File: config.mk
export PLATFORM = sky130hd
export DESIGN_NAME = weighted_random_replacement_top
export DESIGN_NICKNAME = d
export VERILOG_FILES = /design/src/wrr_pkg.sv /design/src/wrr_ctrl.sv /design/src/wrr_dp.sv /design/src/weighted_random_replacement_top.sv
export SDC_FILE = /design/constraint.sdc
export NUM_CORES = 2
export LEC_CHECK = 0
export BUFFER_PORTS_ARGS = -buffer_cell sky130_fd_sc_hd__buf_4
export CORE_MARGIN = 4
export CORE_UTILIZATION = 51
export DETAILED_ROUTE_END_ITERATION = 8
export PLACE_DENSITY = 0.66
export SLEW_MARGIN = 20
export SYNTH_ARGS = -nofsm -noshare
export SYNTH_HDL_FRONTEND = slang
export SYNTH_MEMORY_MAX_BITS = 65536
export SYNTH_SLANG_ARGS = --single-unit
File: constraint.sdc
create_clock -name clk -period 25.5 [get_ports clk]
set_clock_uncertainty 0.1 [all_clocks]
set_input_delay 1.275 -clock clk [delete_from_list [all_inputs] [get_ports clk]]
set_output_delay 1.275 -clock clk [all_outputs]
set_load 0.01 [all_outputs]
File: src/wrr_pkg.sv
// Shared constants, command codes and controller/datapath interface types
// for the weighted random replacement block. No dependencies.
package wrr_pkg;

	localparam int NUM_SETS    = 64;
	localparam int NUM_WAYS    = 8;
	localparam int WEIGHT_BITS = 8;
	localparam int RAND_BITS   = 16;

	// fixed field widths of the item ports
	localparam int CMD_W  = 2;
	localparam int SET_W  = 6;
	localparam int WAY_W  = 3;
	localparam int RAND_W = 16;

	localparam int ROW_ADDR_W = $clog2(NUM_SETS);
	localparam int WGT_FIELD  = NUM_WAYS * WEIGHT_BITS;
	localparam int ROW_W      = WGT_FIELD + NUM_WAYS;
	localparam int SUM_W      = WEIGHT_BITS + $clog2(NUM_WAYS) + 1;
	localparam int PROD_W     = RAND_BITS + SUM_W;

	typedef enum logic [CMD_W-1:0] {
		CMD_TOUCH  = 2'd0,
		CMD_FILL   = 2'd1,
		CMD_INVAL  = 2'd2,
		CMD_VICTIM = 2'd3
	} cmd_t;

	typedef struct packed {
		logic accept;     // capture item, start row read
		logic write_row;  // write back updated row
		logic load_sum;   // register prefix sums
		logic load_draw;  // register scaled draw
		logic sel_scan;   // result comes from weighted scan
		logic res_load;   // park result while output is busy
		logic out_load;   // load output register
		logic out_hold;   // output loads from parked result
	} ctrl_cmd_t;

	typedef struct packed {
		logic is_update;
		logic has_invalid;
	} dp_stat_t;

endpackage

File: src/wrr_ctrl.sv
// Sequencing state machine for the replacement block.
// Depends on wrr_pkg for the command and status types.
module wrr_ctrl (
	input  logic                 clk,
	input  logic                 arst_n,
	input  logic                 in_valid,
	output logic                 in_ready,
	input  logic                 out_ready,
	output logic                 out_valid,
	input  wrr_pkg::dp_stat_t    stat,
	output wrr_pkg::ctrl_cmd_t   cmd
);

	typedef enum logic [4:0] {
		ST_IDLE = 5'b00001,
		ST_EVAL = 5'b00010,
		ST_MUL  = 5'b00100,
		ST_SCAN = 5'b01000,
		ST_HOLD = 5'b10000
	} state_t;

	state_t state_q, state_d;
	logic   out_valid_q;
	logic   out_free;

	assign out_free  = !out_valid_q || out_ready;
	assign in_ready  = (state_q == ST_IDLE);
	assign out_valid = out_valid_q;

	always_comb begin
		state_d = state_q;
		cmd     = '0;
		unique case (state_q)
			ST_IDLE: begin
				if (in_valid) begin
					cmd.accept = 1'b1;
					state_d    = ST_EVAL;
				end
			end
			ST_EVAL: begin
				cmd.write_row = stat.is_update;
				if (stat.is_update || stat.has_invalid) begin
					if (out_free) begin
						cmd.out_load = 1'b1;
						state_d      = ST_IDLE;
					end else begin
						cmd.res_load = 1'b1;
						state_d      = ST_HOLD;
					end
				end else begin
					cmd.load_sum = 1'b1;
					state_d      = ST_MUL;
				end
			end
			ST_MUL: begin
				cmd.load_draw = 1'b1;
				state_d       = ST_SCAN;
			end
			ST_SCAN: begin
				cmd.sel_scan = 1'b1;
				if (out_free) begin
					cmd.out_load = 1'b1;
					state_d      = ST_IDLE;
				end else begin
					cmd.res_load = 1'b1;
					state_d      = ST_HOLD;
				end
			end
			ST_HOLD: begin
				cmd.out_hold = 1'b1;
				if (out_free) begin
					cmd.out_load = 1'b1;
					state_d      = ST_IDLE;
				end
			end
			default: begin
				state_d = ST_IDLE;
			end
		endcase
	end

	always_ff @(posedge clk or negedge arst_n) begin
		if (!arst_n) begin
			state_q     <= ST_IDLE;
			out_valid_q <= 1'b0;
		end else begin
			state_q <= state_d;
			if (cmd.out_load) begin
				out_valid_q <= 1'b1;
			end else if (out_ready) begin
				out_valid_q <= 1'b0;
			end
		end
	end

endmodule

File: src/wrr_dp.sv
// Datapath: per-set row memory of weights and valid bits, row update,
// invalid-way search, weight sums, scaled draw and weighted scan.
// Depends on wrr_pkg.
module wrr_dp (
	input  logic                                clk,
	input  logic                                arst_n,
	input  wrr_pkg::ctrl_cmd_t                  cmd,
	output wrr_pkg::dp_stat_t                   stat,
	input  logic [wrr_pkg::CMD_W-1:0]           command,
	input  logic [wrr_pkg::SET_W-1:0]           set_index,
	input  logic [wrr_pkg::WAY_W-1:0]           way,
	input  logic [wrr_pkg::RAND_W-1:0]          random_bits,
	output logic [wrr_pkg::WAY_W-1:0]           victim_way,
	output logic                                chose_invalid
);

	// row memory; a row never written reads as the reset value
	logic [wrr_pkg::ROW_W-1:0]      mem [wrr_pkg::NUM_SETS];
	logic [wrr_pkg::NUM_SETS-1:0]   row_vld_q;

	wrr_pkg::cmd_t                  cmd_q;
	logic [wrr_pkg::ROW_ADDR_W-1:0] set_q;
	logic [wrr_pkg::WAY_W-1:0]      way_q;
	logic [wrr_pkg::RAND_BITS-1:0]  rand_q;
	logic [wrr_pkg::ROW_W-1:0]      rd_s1;
	logic                           rv_s1;

	logic [wrr_pkg::WEIGHT_BITS-1:0] wgt  [wrr_pkg::NUM_WAYS];
	logic [wrr_pkg::NUM_WAYS-1:0]    vld;
	logic [wrr_pkg::ROW_W-1:0]       new_row;
	logic [wrr_pkg::SUM_W-1:0]       pre  [wrr_pkg::NUM_WAYS];
	logic [wrr_pkg::SUM_W-1:0]       pre_q [wrr_pkg::NUM_WAYS];
	logic [wrr_pkg::SUM_W-1:0]       draw_q;
	logic [wrr_pkg::PROD_W-1:0]      prod;

	logic [wrr_pkg::WAY_W-1:0] inv_way;
	logic [wrr_pkg::WAY_W-1:0] scan_way;
	logic [wrr_pkg::WAY_W-1:0] res_way;
	logic                      res_inv;
	logic [wrr_pkg::WAY_W-1:0] res_way_q;
	logic                      res_inv_q;
	logic [wrr_pkg::WAY_W-1:0] out_way_q;
	logic                      out_inv_q;

	// item capture and registered row read
	always_ff @(posedge clk) begin
		if (cmd.accept) begin
			cmd_q  <= wrr_pkg::cmd_t'(command);
			set_q  <= set_index[wrr_pkg::ROW_ADDR_W-1:0];
			way_q  <= way;
			rand_q <= random_bits[wrr_pkg::RAND_BITS-1:0];
			rd_s1  <= mem[set_index[wrr_pkg::ROW_ADDR_W-1:0]];
			rv_s1  <= row_vld_q[set_index[wrr_pkg::ROW_ADDR_W-1:0]];
		end
		if (cmd.write_row) begin
			mem[set_q] <= new_row;
		end
	end

	always_ff @(posedge clk or negedge arst_n) begin
		if (!arst_n) begin
			row_vld_q <= '0;
		end else if (cmd.write_row) begin
			row_vld_q[set_q] <= 1'b1;
		end
	end

	// unpack row, masked to zero while the row is still at reset
	always_comb begin
		for (int i = 0; i < wrr_pkg::NUM_WAYS; i++) begin
			wgt[i] = rv_s1 ? rd_s1[i*wrr_pkg::WEIGHT_BITS +: wrr_pkg::WEIGHT_BITS] : '0;
			vld[i] = rv_s1 ? rd_s1[wrr_pkg::WGT_FIELD + i] : 1'b0;
		end
	end

	// touch / fill / invalidate of the addressed way
	always_comb begin
		new_row = '0;
		for (int i = 0; i < wrr_pkg::NUM_WAYS; i++) begin
			logic [wrr_pkg::WEIGHT_BITS-1:0] w;
			logic                            v;
			w = wgt[i];
			v = vld[i];
			if (way_q == wrr_pkg::WAY_W'(i)) begin
				unique case (cmd_q)
					wrr_pkg::CMD_TOUCH: begin
						// hold at the top of the weight range
						if (w != '1) w = w + 1'b1;
					end
					wrr_pkg::CMD_FILL: begin
						w = wrr_pkg::WEIGHT_BITS'(1);
						v = 1'b1;
					end
					wrr_pkg::CMD_INVAL: begin
						w = '0;
						v = 1'b0;
					end
					wrr_pkg::CMD_VICTIM: begin
					end
				endcase
			end
			new_row[i*wrr_pkg::WEIGHT_BITS +: wrr_pkg::WEIGHT_BITS] = w;
			new_row[wrr_pkg::WGT_FIELD + i]                         = v;
		end
	end

	// lowest invalid way and running weight totals
	always_comb begin
		inv_way = '0;
		for (int i = wrr_pkg::NUM_WAYS - 1; i >= 0; i--) begin
			if (!vld[i]) inv_way = wrr_pkg::WAY_W'(i);
		end
		pre[0] = wrr_pkg::SUM_W'(wgt[0]);
		for (int i = 1; i < wrr_pkg::NUM_WAYS; i++) begin
			pre[i] = pre[i-1] + wrr_pkg::SUM_W'(wgt[i]);
		end
	end

	assign stat.is_update   = (cmd_q != wrr_pkg::CMD_VICTIM);
	assign stat.has_invalid = !(&vld);

	assign prod = wrr_pkg::PROD_W'(rand_q)
		* wrr_pkg::PROD_W'(pre_q[wrr_pkg::NUM_WAYS-1] + wrr_pkg::SUM_W'(1));

	always_ff @(posedge clk) begin
		if (cmd.load_sum) begin
			for (int i = 0; i < wrr_pkg::NUM_WAYS; i++) begin
				pre_q[i] <= pre[i];
			end
		end
		if (cmd.load_draw) begin
			draw_q <= prod[wrr_pkg::PROD_W-1:wrr_pkg::RAND_BITS];
		end
	end

	// first way whose running total reaches the draw
	always_comb begin
		scan_way = '0;
		for (int i = wrr_pkg::NUM_WAYS - 1; i >= 0; i--) begin
			if (pre_q[i] >= draw_q) scan_way = wrr_pkg::WAY_W'(i);
		end
	end

	always_comb begin
		priority if (cmd.sel_scan) begin
			res_way = scan_way;
			res_inv = 1'b0;
		end else if (stat.is_update) begin
			res_way = '0;
			res_inv = 1'b0;
		end else begin
			res_way = inv_way;
			res_inv = 1'b1;
		end
	end

	always_ff @(posedge clk) begin
		if (cmd.res_load) begin
			res_way_q <= res_way;
			res_inv_q <= res_inv;
		end
		if (cmd.out_load) begin
			out_way_q <= cmd.out_hold ? res_way_q : res_way;
			out_inv_q <= cmd.out_hold ? res_inv_q : res_inv;
		end
	end

	assign victim_way    = out_way_q;
	assign chose_invalid = out_inv_q;

endmodule

File: src/weighted_random_replacement_top.sv
// Weighted random replacement state for a 64-set, 8-way cache. A touch, fill or
// invalidate item has its row read at the accepting edge; in the EVAL state the row
// is written back and the result loads into the output register. A victim request
// that finds an invalid way also loads its result from EVAL. A weighted draw steps
// through EVAL, MUL and SCAN (sum, 16x12 multiply, scan) before its result loads.
// Only one item is in flight at a time: the block takes no new item until the
// result of the last one loads. The next item is accepted in the cycle after the
// result loads, even if that result is still waiting. If the output register is
// still full when a result is ready, the result is parked and the input stalls
// until the output is taken. There is no clearing pass after reset: per-set valid
// flops mark rows not yet written, which read as zero weights and invalid ways.
// Depends on wrr_pkg, wrr_ctrl and wrr_dp.
module weighted_random_replacement_top (
	input  logic                       clk,
	input  logic                       arst_n,
	input  logic                       in_valid,
	output logic                       in_ready,
	input  logic [wrr_pkg::CMD_W-1:0]  command,
	input  logic [wrr_pkg::SET_W-1:0]  set_index,
	input  logic [wrr_pkg::WAY_W-1:0]  way,
	input  logic [wrr_pkg::RAND_W-1:0] random_bits,
	output logic                       out_valid,
	input  logic                       out_ready,
	output logic [wrr_pkg::WAY_W-1:0]  victim_way,
	output logic                       chose_invalid
);

	wrr_pkg::ctrl_cmd_t cmd;
	wrr_pkg::dp_stat_t  stat;

	wrr_ctrl u_ctrl (
		.clk       (clk),
		.arst_n    (arst_n),
		.in_valid  (in_valid),
		.in_ready  (in_ready),
		.out_ready (out_ready),
		.out_valid (out_valid),
		.stat      (stat),
		.cmd       (cmd)
	);

	wrr_dp u_dp (
		.clk           (clk),
		.arst_n        (arst_n),
		.cmd           (cmd),
		.stat          (stat),
		.command       (command),
		.set_index     (set_index),
		.way           (way),
		.random_bits   (random_bits),
		.victim_way    (victim_way),
		.chose_invalid (chose_invalid)
	);

	a_busy_after_accept: assert property (@(posedge clk) disable iff (!arst_n)
		in_valid && in_ready |=> !in_ready)
		else $error("item accepted while previous item in flight");

	a_out_load_free: assert property (@(posedge clk) disable iff (!arst_n)
		cmd.out_load |-> (!out_valid || out_ready))
		else $error("output overwritten before taken");

	a_write_not_draw: assert property (@(posedge clk) disable iff (!arst_n)
		cmd.write_row |-> !cmd.load_sum && !cmd.load_draw)
		else $error("row write-back during victim draw");

	a_load_once: assert property (@(posedge clk) disable iff (!arst_n)
		cmd.out_load |=> !cmd.out_load)
		else $error("two results loaded for one item");

endmodule
# == Word-level counts from Yosys, hierarchy flattened ==
# Memories as Yosys holds them, arrays and structs flattened. A register that Yosys moved wholly into a read port is not among the register bits.
# Index checks and enable logic that the tools add are counted.
# op_classes
add_sub_neg,16
mul,1
n_lt_le_gt_ge,11
eq_ne,25
mux,105
n_bitwise,1
reduce_logical,11
# op_table
cell,n
two-way mux 8 bit,24
case mux 8 bit (3 select lines),8
greater-or-equal comparator 12 bit,8
adder 12 x 8 -> 12 bit,6
"adder 8 x 1 -> 8 bit, second input constant",8
"!= test 8 bit, second input constant",8
bitwise OR 64 bit,1
two-way mux 3 bit,19
two-way mux 1 bit,35
multiplier 16 x 28 -> 28 bit,1
case mux 5 bit (5 select lines),1
two-way mux 5 bit,4
case mux 1 bit (2 select lines),10
"< comparator 6 x 7 -> 1 bit, second input constant",2
"adder 12 x 1 -> 13 bit, second input constant",1
"equality test 3 bit, second input constant",4
adder 8 x 8 -> 9 bit,1
AND reduction 8 bit,1
binary-select mux 1 bit (select 6 bit),1
demux 1 bit (select 6 bit),1
"equality test 3 x 2 -> 1 bit, second input constant",2
"greater-or-equal comparator 6 x 1 -> 1 bit, second input constant",1
"equality test 5 x 1 -> 1 bit, second input constant",1
"equality test 5 x 2 -> 1 bit, second input constant",1
other kinds (17),21
# totals
regBits,118
mem_bits_rw,4704
inputBits,31
output_inout_bits,6
word_cells,185
memories,2
# mem_list
name,depth,word_bits,read_ports,rd_clocked_by_memory_dff,wr,line_no,text
u_dp.mem,64,72,1,1,1,wrr_dp.sv:18,logic [wrr_pkg::ROW_W-1:0] mem [wrr_pkg::NUM_SETS];
u_dp.pre_q,8,12,8,0,8,wrr_dp.sv:32,logic [wrr_pkg::SUM_W-1:0] pre_q [wrr_pkg::NUM_WAYS];

# == Logic depth before layout (Yosys ltp) ==
# depth
ltp_word,12
depth_mapped,41
depth_no_buf,36

# == Modules after synthesis ==
# From an unflattened synthesis, not the netlist that was laid out.
# hier_totals
hier_cells,8750
area_unflattened_um2,196780.0
# by_module_without_submodules
mod,instances,cells_per_inst,area_each_um2,seq_area_each_um2
wrr_dp,1,8699,196320.8,146160.2
wrr_ctrl,1,51,459.2,151.4

# == Least setup slack after synthesis ==
# OpenSTA, ideal clock, no wires.
# synth_timing
path_kind,register to register
start,register u_dp.rv_s1
end,memory u_dp.pre_q[0][0] (netlist bit) (enable)
setup_time_ns,0.636
arrival_ns,7.406
required_ns,24.764
slack_ns,17.358
stages_incl_launch_ff,7
path_buffers,3
synth_period_minus_slack_ns,8.142
path_cell_list,edfxtp_1 clkbuf_1 clkbuf_1 clkbuf_1 nand3_1 or2_2 nor3_1
# synth_lines
item,line_no,text
from (decl),wrr_dp.sv:26,logic rv_s1;
from (signal assigned),wrr_dp.sv:53,rv_s1 <= row_vld_q[set_index[wrr_pkg::ROW_ADDR_W-1:0]];
to (decl),wrr_dp.sv:32,

==> impl_metrics.ini <==
[outcome]
outcome = finished clean

[drt]
vias_per_cell = 6.67
dr_vias = 97184
total_wire_length_after_detailed_routing_microns = 535000
drt-wirelength-per-cell_microns = 36.8
antenna_violating_nets_remaining = 0
first_iter_violations = 14619
drc_errors = 0
dr.pass1.iters = 6

[synth]
seq_area_frac_synth_pct = 74.4
yosys_warn_count = 0
synth-edff-count = 4814
ys_async_sr_fraction_pct = 1.43
synth_area_sq_um = 197000
synthCells = 8741
dominant_synthesized_flop_cell = sky130_fd_sc_hd__edfxtp_1
syn_nets = 9149
post_synth.cell_area_avg_sq_um = 22.5
flip_flop_and_latch_count_after_synthesis = 4884
synthDistinctLibCells = 86

[critical_path]
largest_fanout_on_the_critical_path = 18
critical_path_required_ns = 26.12
worstSetupStartpointType = flip-flop
data_arrival_time_of_the_critical_path_ns = 8.69
worstSetupEndpointType = flip-flop
r2r.worst_path.cells = 24
type_of_the_worst_setup_path = flip-flop to flip-flop

[global_route]
number_of_antenna_violations_at_the_first_check_in_global_routing = 5
grt_max_degree = 157
globalRouteTotalUtil_pct = 26.9
wire_length_of_the_first_global_routing_pass_microns = 751000
globalRoute.totalOverflow = 0
via_count_of_the_first_global_routing_pass = 96385

[sta]
rsz_0062_raised_after_global_routing = false
post-route-min-period_ns = 8.07
count_of_pins_over_their_slew_limit = 0
hold_viol = 0
setup-tns-final_ns = 0
final_min_period_over_clock_period_pct = 31.7
final_number_of_setup_violating_endpoints = 0
timing.slew.headroom_pct = 20.8
max_freq_mhz = 124
max_slew.worst_pin.slew_ns = 1.19

[finish]
fillCellCount = 27147
multiInputGateArea_sq_um = 49000
layout.cells.most_common_list = sky130_fd_sc_hd__edfxtp_1 (4814), sky130_fd_sc_hd__mux4_2 (1533), sky130_fd_sc_hd__clkbuf_16 (479)
layout.cells.most_common = sky130_fd_sc_hd__edfxtp_1
p_r_area_growth_vs_syn_pct = 12.2
layoutNonFillerInstCount = 14569
layout.cell_area.non_filler_sq_um = 221000
regArea_sq_um = 146000
net_count_of_the_finished_layout = 9549
post_route_cells_drive_above_1_share_pct = 29.0

[clocking]
cts.reportedPaths.clkPinSlew_ns = 0.06
clock_tree_from_tritoncts = done
cts_htree_levels = 5
cts.sink_count = 4884
cts_setup_buffers = 0
root_buffer = sky130_fd_sc_hd__clkbuf_16
ctsLongestPathBuffers = 4
cts_repair_resize_count = 0
holdBufCountCts = 0
clock_insertion_delay_worst_skew_ns = 1.01
numCtsBuffers = 471

[worst_hold_path]
hold_path.class = primary input to asynchronous set/reset pin

[pwr]
p_total_mw = 17.7
static_power_due_to_leakage_nw = 71.7
powerDensity_nw_per_um2 = 80.1
irDropWorstVdd_uv = 71.7

[floorplan]
die_width_microns = 629
core_sq_um = 383000
effective_utilization_at_floorplan_pct = 51.3
die-height_microns = 629
row_count = 227
die_area_sq_um = 395000
design.portCount = 37

[flow_run]
cap_viol_max_count = 0

[placed_design]
place_inst = 13702
io_buffers = 36
gp_congestion = 0.843
hpwl_microns = 277000
placement.cell_area_sq_um = 205000
[path summary, 6_finish.rpt]
path	start	end	slack, ns
min in group clk	random_bits[1]	u_dp.rand_q[1]	0.35
hold / removal	arst_n	u_ctrl.out_valid	0.32
setup reg to reg	u_dp.pre_q[1][36]	u_dp.draw_q[11]	17.43
max in group asynchronous	arst_n	u_dp.row_vld_q[46]	24.34
setup / recovery	u_dp.pre_q[1][36]	u_dp.draw_q[11]	17.43
hold reg to reg	u_dp.row_vld_q[59]	u_dp.row_vld_q[59]	0.36
[layout make-up]
type                    instances  share of cell area [%]
inverters                     247                   0.420
diodes                          3                 0.00340
clock inverters               268                    1.19
clock buffers                 592                    5.66
multi-input cells            3192                    22.2
well taps                    5038                    2.86
repair buffers                345                    1.34
flip-flops and latches       4884                    66.3
[report_power, final]
group	internal [mW]	switching, mW
registers	9.05	0.0423
clock network	3.90	2.98
logic	0.679	1.03
[metal layers]
layer	GRT usage [%]	part of all wire, %	vias to the layer above	wire [microns]
met1	38.7	38	52780	204000
met4	9.95	4.3	2	23200
met5	0	0.0024	-	13
met3	4.84	10	1119	54100
li1	-	-	37376	-
met2	42.0	47	5907	254000
[registers in the layout, indices dropped and copies added (netlist names), 5 cells and up]
register	count
u_dp.mem	4608
u_dp.pre_q	86
u_dp.rd_s1	72
u_dp.row_vld_q	64
u_dp.rand_q	16
u_dp.draw_q	12
u_dp.set_q	6
u_ctrl.state_q	5
[stage by stage]
stage / util (%) / worst slack (ns) / hold slack (ns)
3_3_place_gp: 53.5 / 17.21 / 0.344
4_1_cts: 57.5 / 17.45 / 0.257
5_1_grt: 57.6 / 16.91 / 0.304
2_1_floorplan: - / 17.36 / 0.334
3_5_place_dp: 53.6 / 17.07 / 0.347
6_report: 57.6 / 17.43 / 0.320
[cell usage after synthesis, types with 5 or more instances]
master,n,area share [%]
sky130_fd_sc_hd__a21boi_0,5,0.019
sky130_fd_sc_hd__xor2_1,23,0.10
sky130_fd_sc_hd__o22ai_1,10,0.032
sky130_fd_sc_hd__buf_1,96,0.18
sky130_fd_sc_hd__or2_2,67,0.21
sky130_fd_sc_hd__and3_1,34,0.11
sky130_fd_sc_hd__a211oi_1,15,0.057
sky130_fd_sc_hd__o21ai_0,72,0.18
sky130_fd_sc_hd__xnor2_1,59,0.26
sky130_fd_sc_hd__nor4_1,10,0.032
sky130_fd_sc_hd__o21bai_1,14,0.053
sky130_fd_sc_hd__nand3_1,57,0.15
sky130_fd_sc_hd__nand2_1,250,0.48
sky130_fd_sc_hd__edfxtp_1,4814,74
sky130_fd_sc_hd__o31ai_1,8,0.031
sky130_fd_sc_hd__clkbuf_1,319,0.61
sky130_fd_sc_hd__nand3b_1,8,0.031
sky130_fd_sc_hd__nand2b_1,28,0.089
sky130_fd_sc_hd__nor3b_1,5,0.019
sky130_fd_sc_hd__a31oi_1,14,0.045
sky130_fd_sc_hd__and2_1,72,0.23
sky130_fd_sc_hd__nor3_1,22,0.056
sky130_fd_sc_hd__fa_1,158,1.6
sky130_fd_sc_hd__a21o_1,49,0.19
sky130_fd_sc_hd__a41o_1,5,0.025
sky130_fd_sc_hd__o21a_1,14,0.053
sky130_fd_sc_hd__nand4_1,5,0.016
sky130_fd_sc_hd__a21oi_1,93,0.24
sky130_fd_sc_hd__dfrtp_1,69,0.88
sky130_fd_sc_hd__nor2b_1,75,0.24
sky130_fd_sc_hd__o2111ai_1,6,0.027
sky130_fd_sc_hd__a221o_1,5,0.025
sky130_fd_sc_hd__ha_1,219,1.4
sky130_fd_sc_hd__inv_1,244,0.47
sky130_fd_sc_hd__mux4_2,1533,18
sky130_fd_sc_hd__or3_1,6,0.019
sky130_fd_sc_hd__nor2_1,168,0.32
[cell families after synthesis]
| logic type | Yosys count | synth area share, % |
|---|---|---|
| flops | 4884 | 74.4 |
| mux | 1540 | 17.6 |
| simple gates | 827 | 2.08 |
| buf+inv | 665 | 1.27 |
| fa+ha+maj | 379 | 3.01 |
| compound gates | 361 | 1.22 |
| xor+xnor | 84 | 0.391 |
| other cells | 1 | 0.00191 |
[critical path: stages, from the launching register on]
cell and delay [ns]:
sky130_fd_sc_hd__edfxtp_1 0.84, sky130_fd_sc_hd__ha_1 0.33, sky130_fd_sc_hd__nand2_1 0.07, sky130_fd_sc_hd__nor2_1 0.16, sky130_fd_sc_hd__and3_1 0.25, sky130_fd_sc_hd__and3_1 0.58
sky130_fd_sc_hd__nand2_1 0.15, sky130_fd_sc_hd__fa_1 0.47, sky130_fd_sc_hd__fa_1 0.49, sky130_fd_sc_hd__inv_1 0.05, sky130_fd_sc_hd__fa_1 0.47, sky130_fd_sc_hd__inv_1 0.05
sky130_fd_sc_hd__fa_1 0.48, sky130_fd_sc_hd__inv_1 0.06, sky130_fd_sc_hd__fa_1 0.46, sky130_fd_sc_hd__ha_1 0.28, sky130_fd_sc_hd__and3_1 0.18, sky130_fd_sc_hd__o221a_2 0.12
sky130_fd_sc_hd__a221oi_1 0.59, sky130_fd_sc_hd__o21ai_1 0.30, sky130_fd_sc_hd__a2111o_1 0.51, sky130_fd_sc_hd__a311oi_1 0.39, sky130_fd_sc_hd__o21bai_1 0.15, sky130_fd_sc_hd__a21oi_1 0.21
sky130_fd_sc_hd__xnor2_1 0.09
Note: power is estimated with default switching activity, not from simulation.
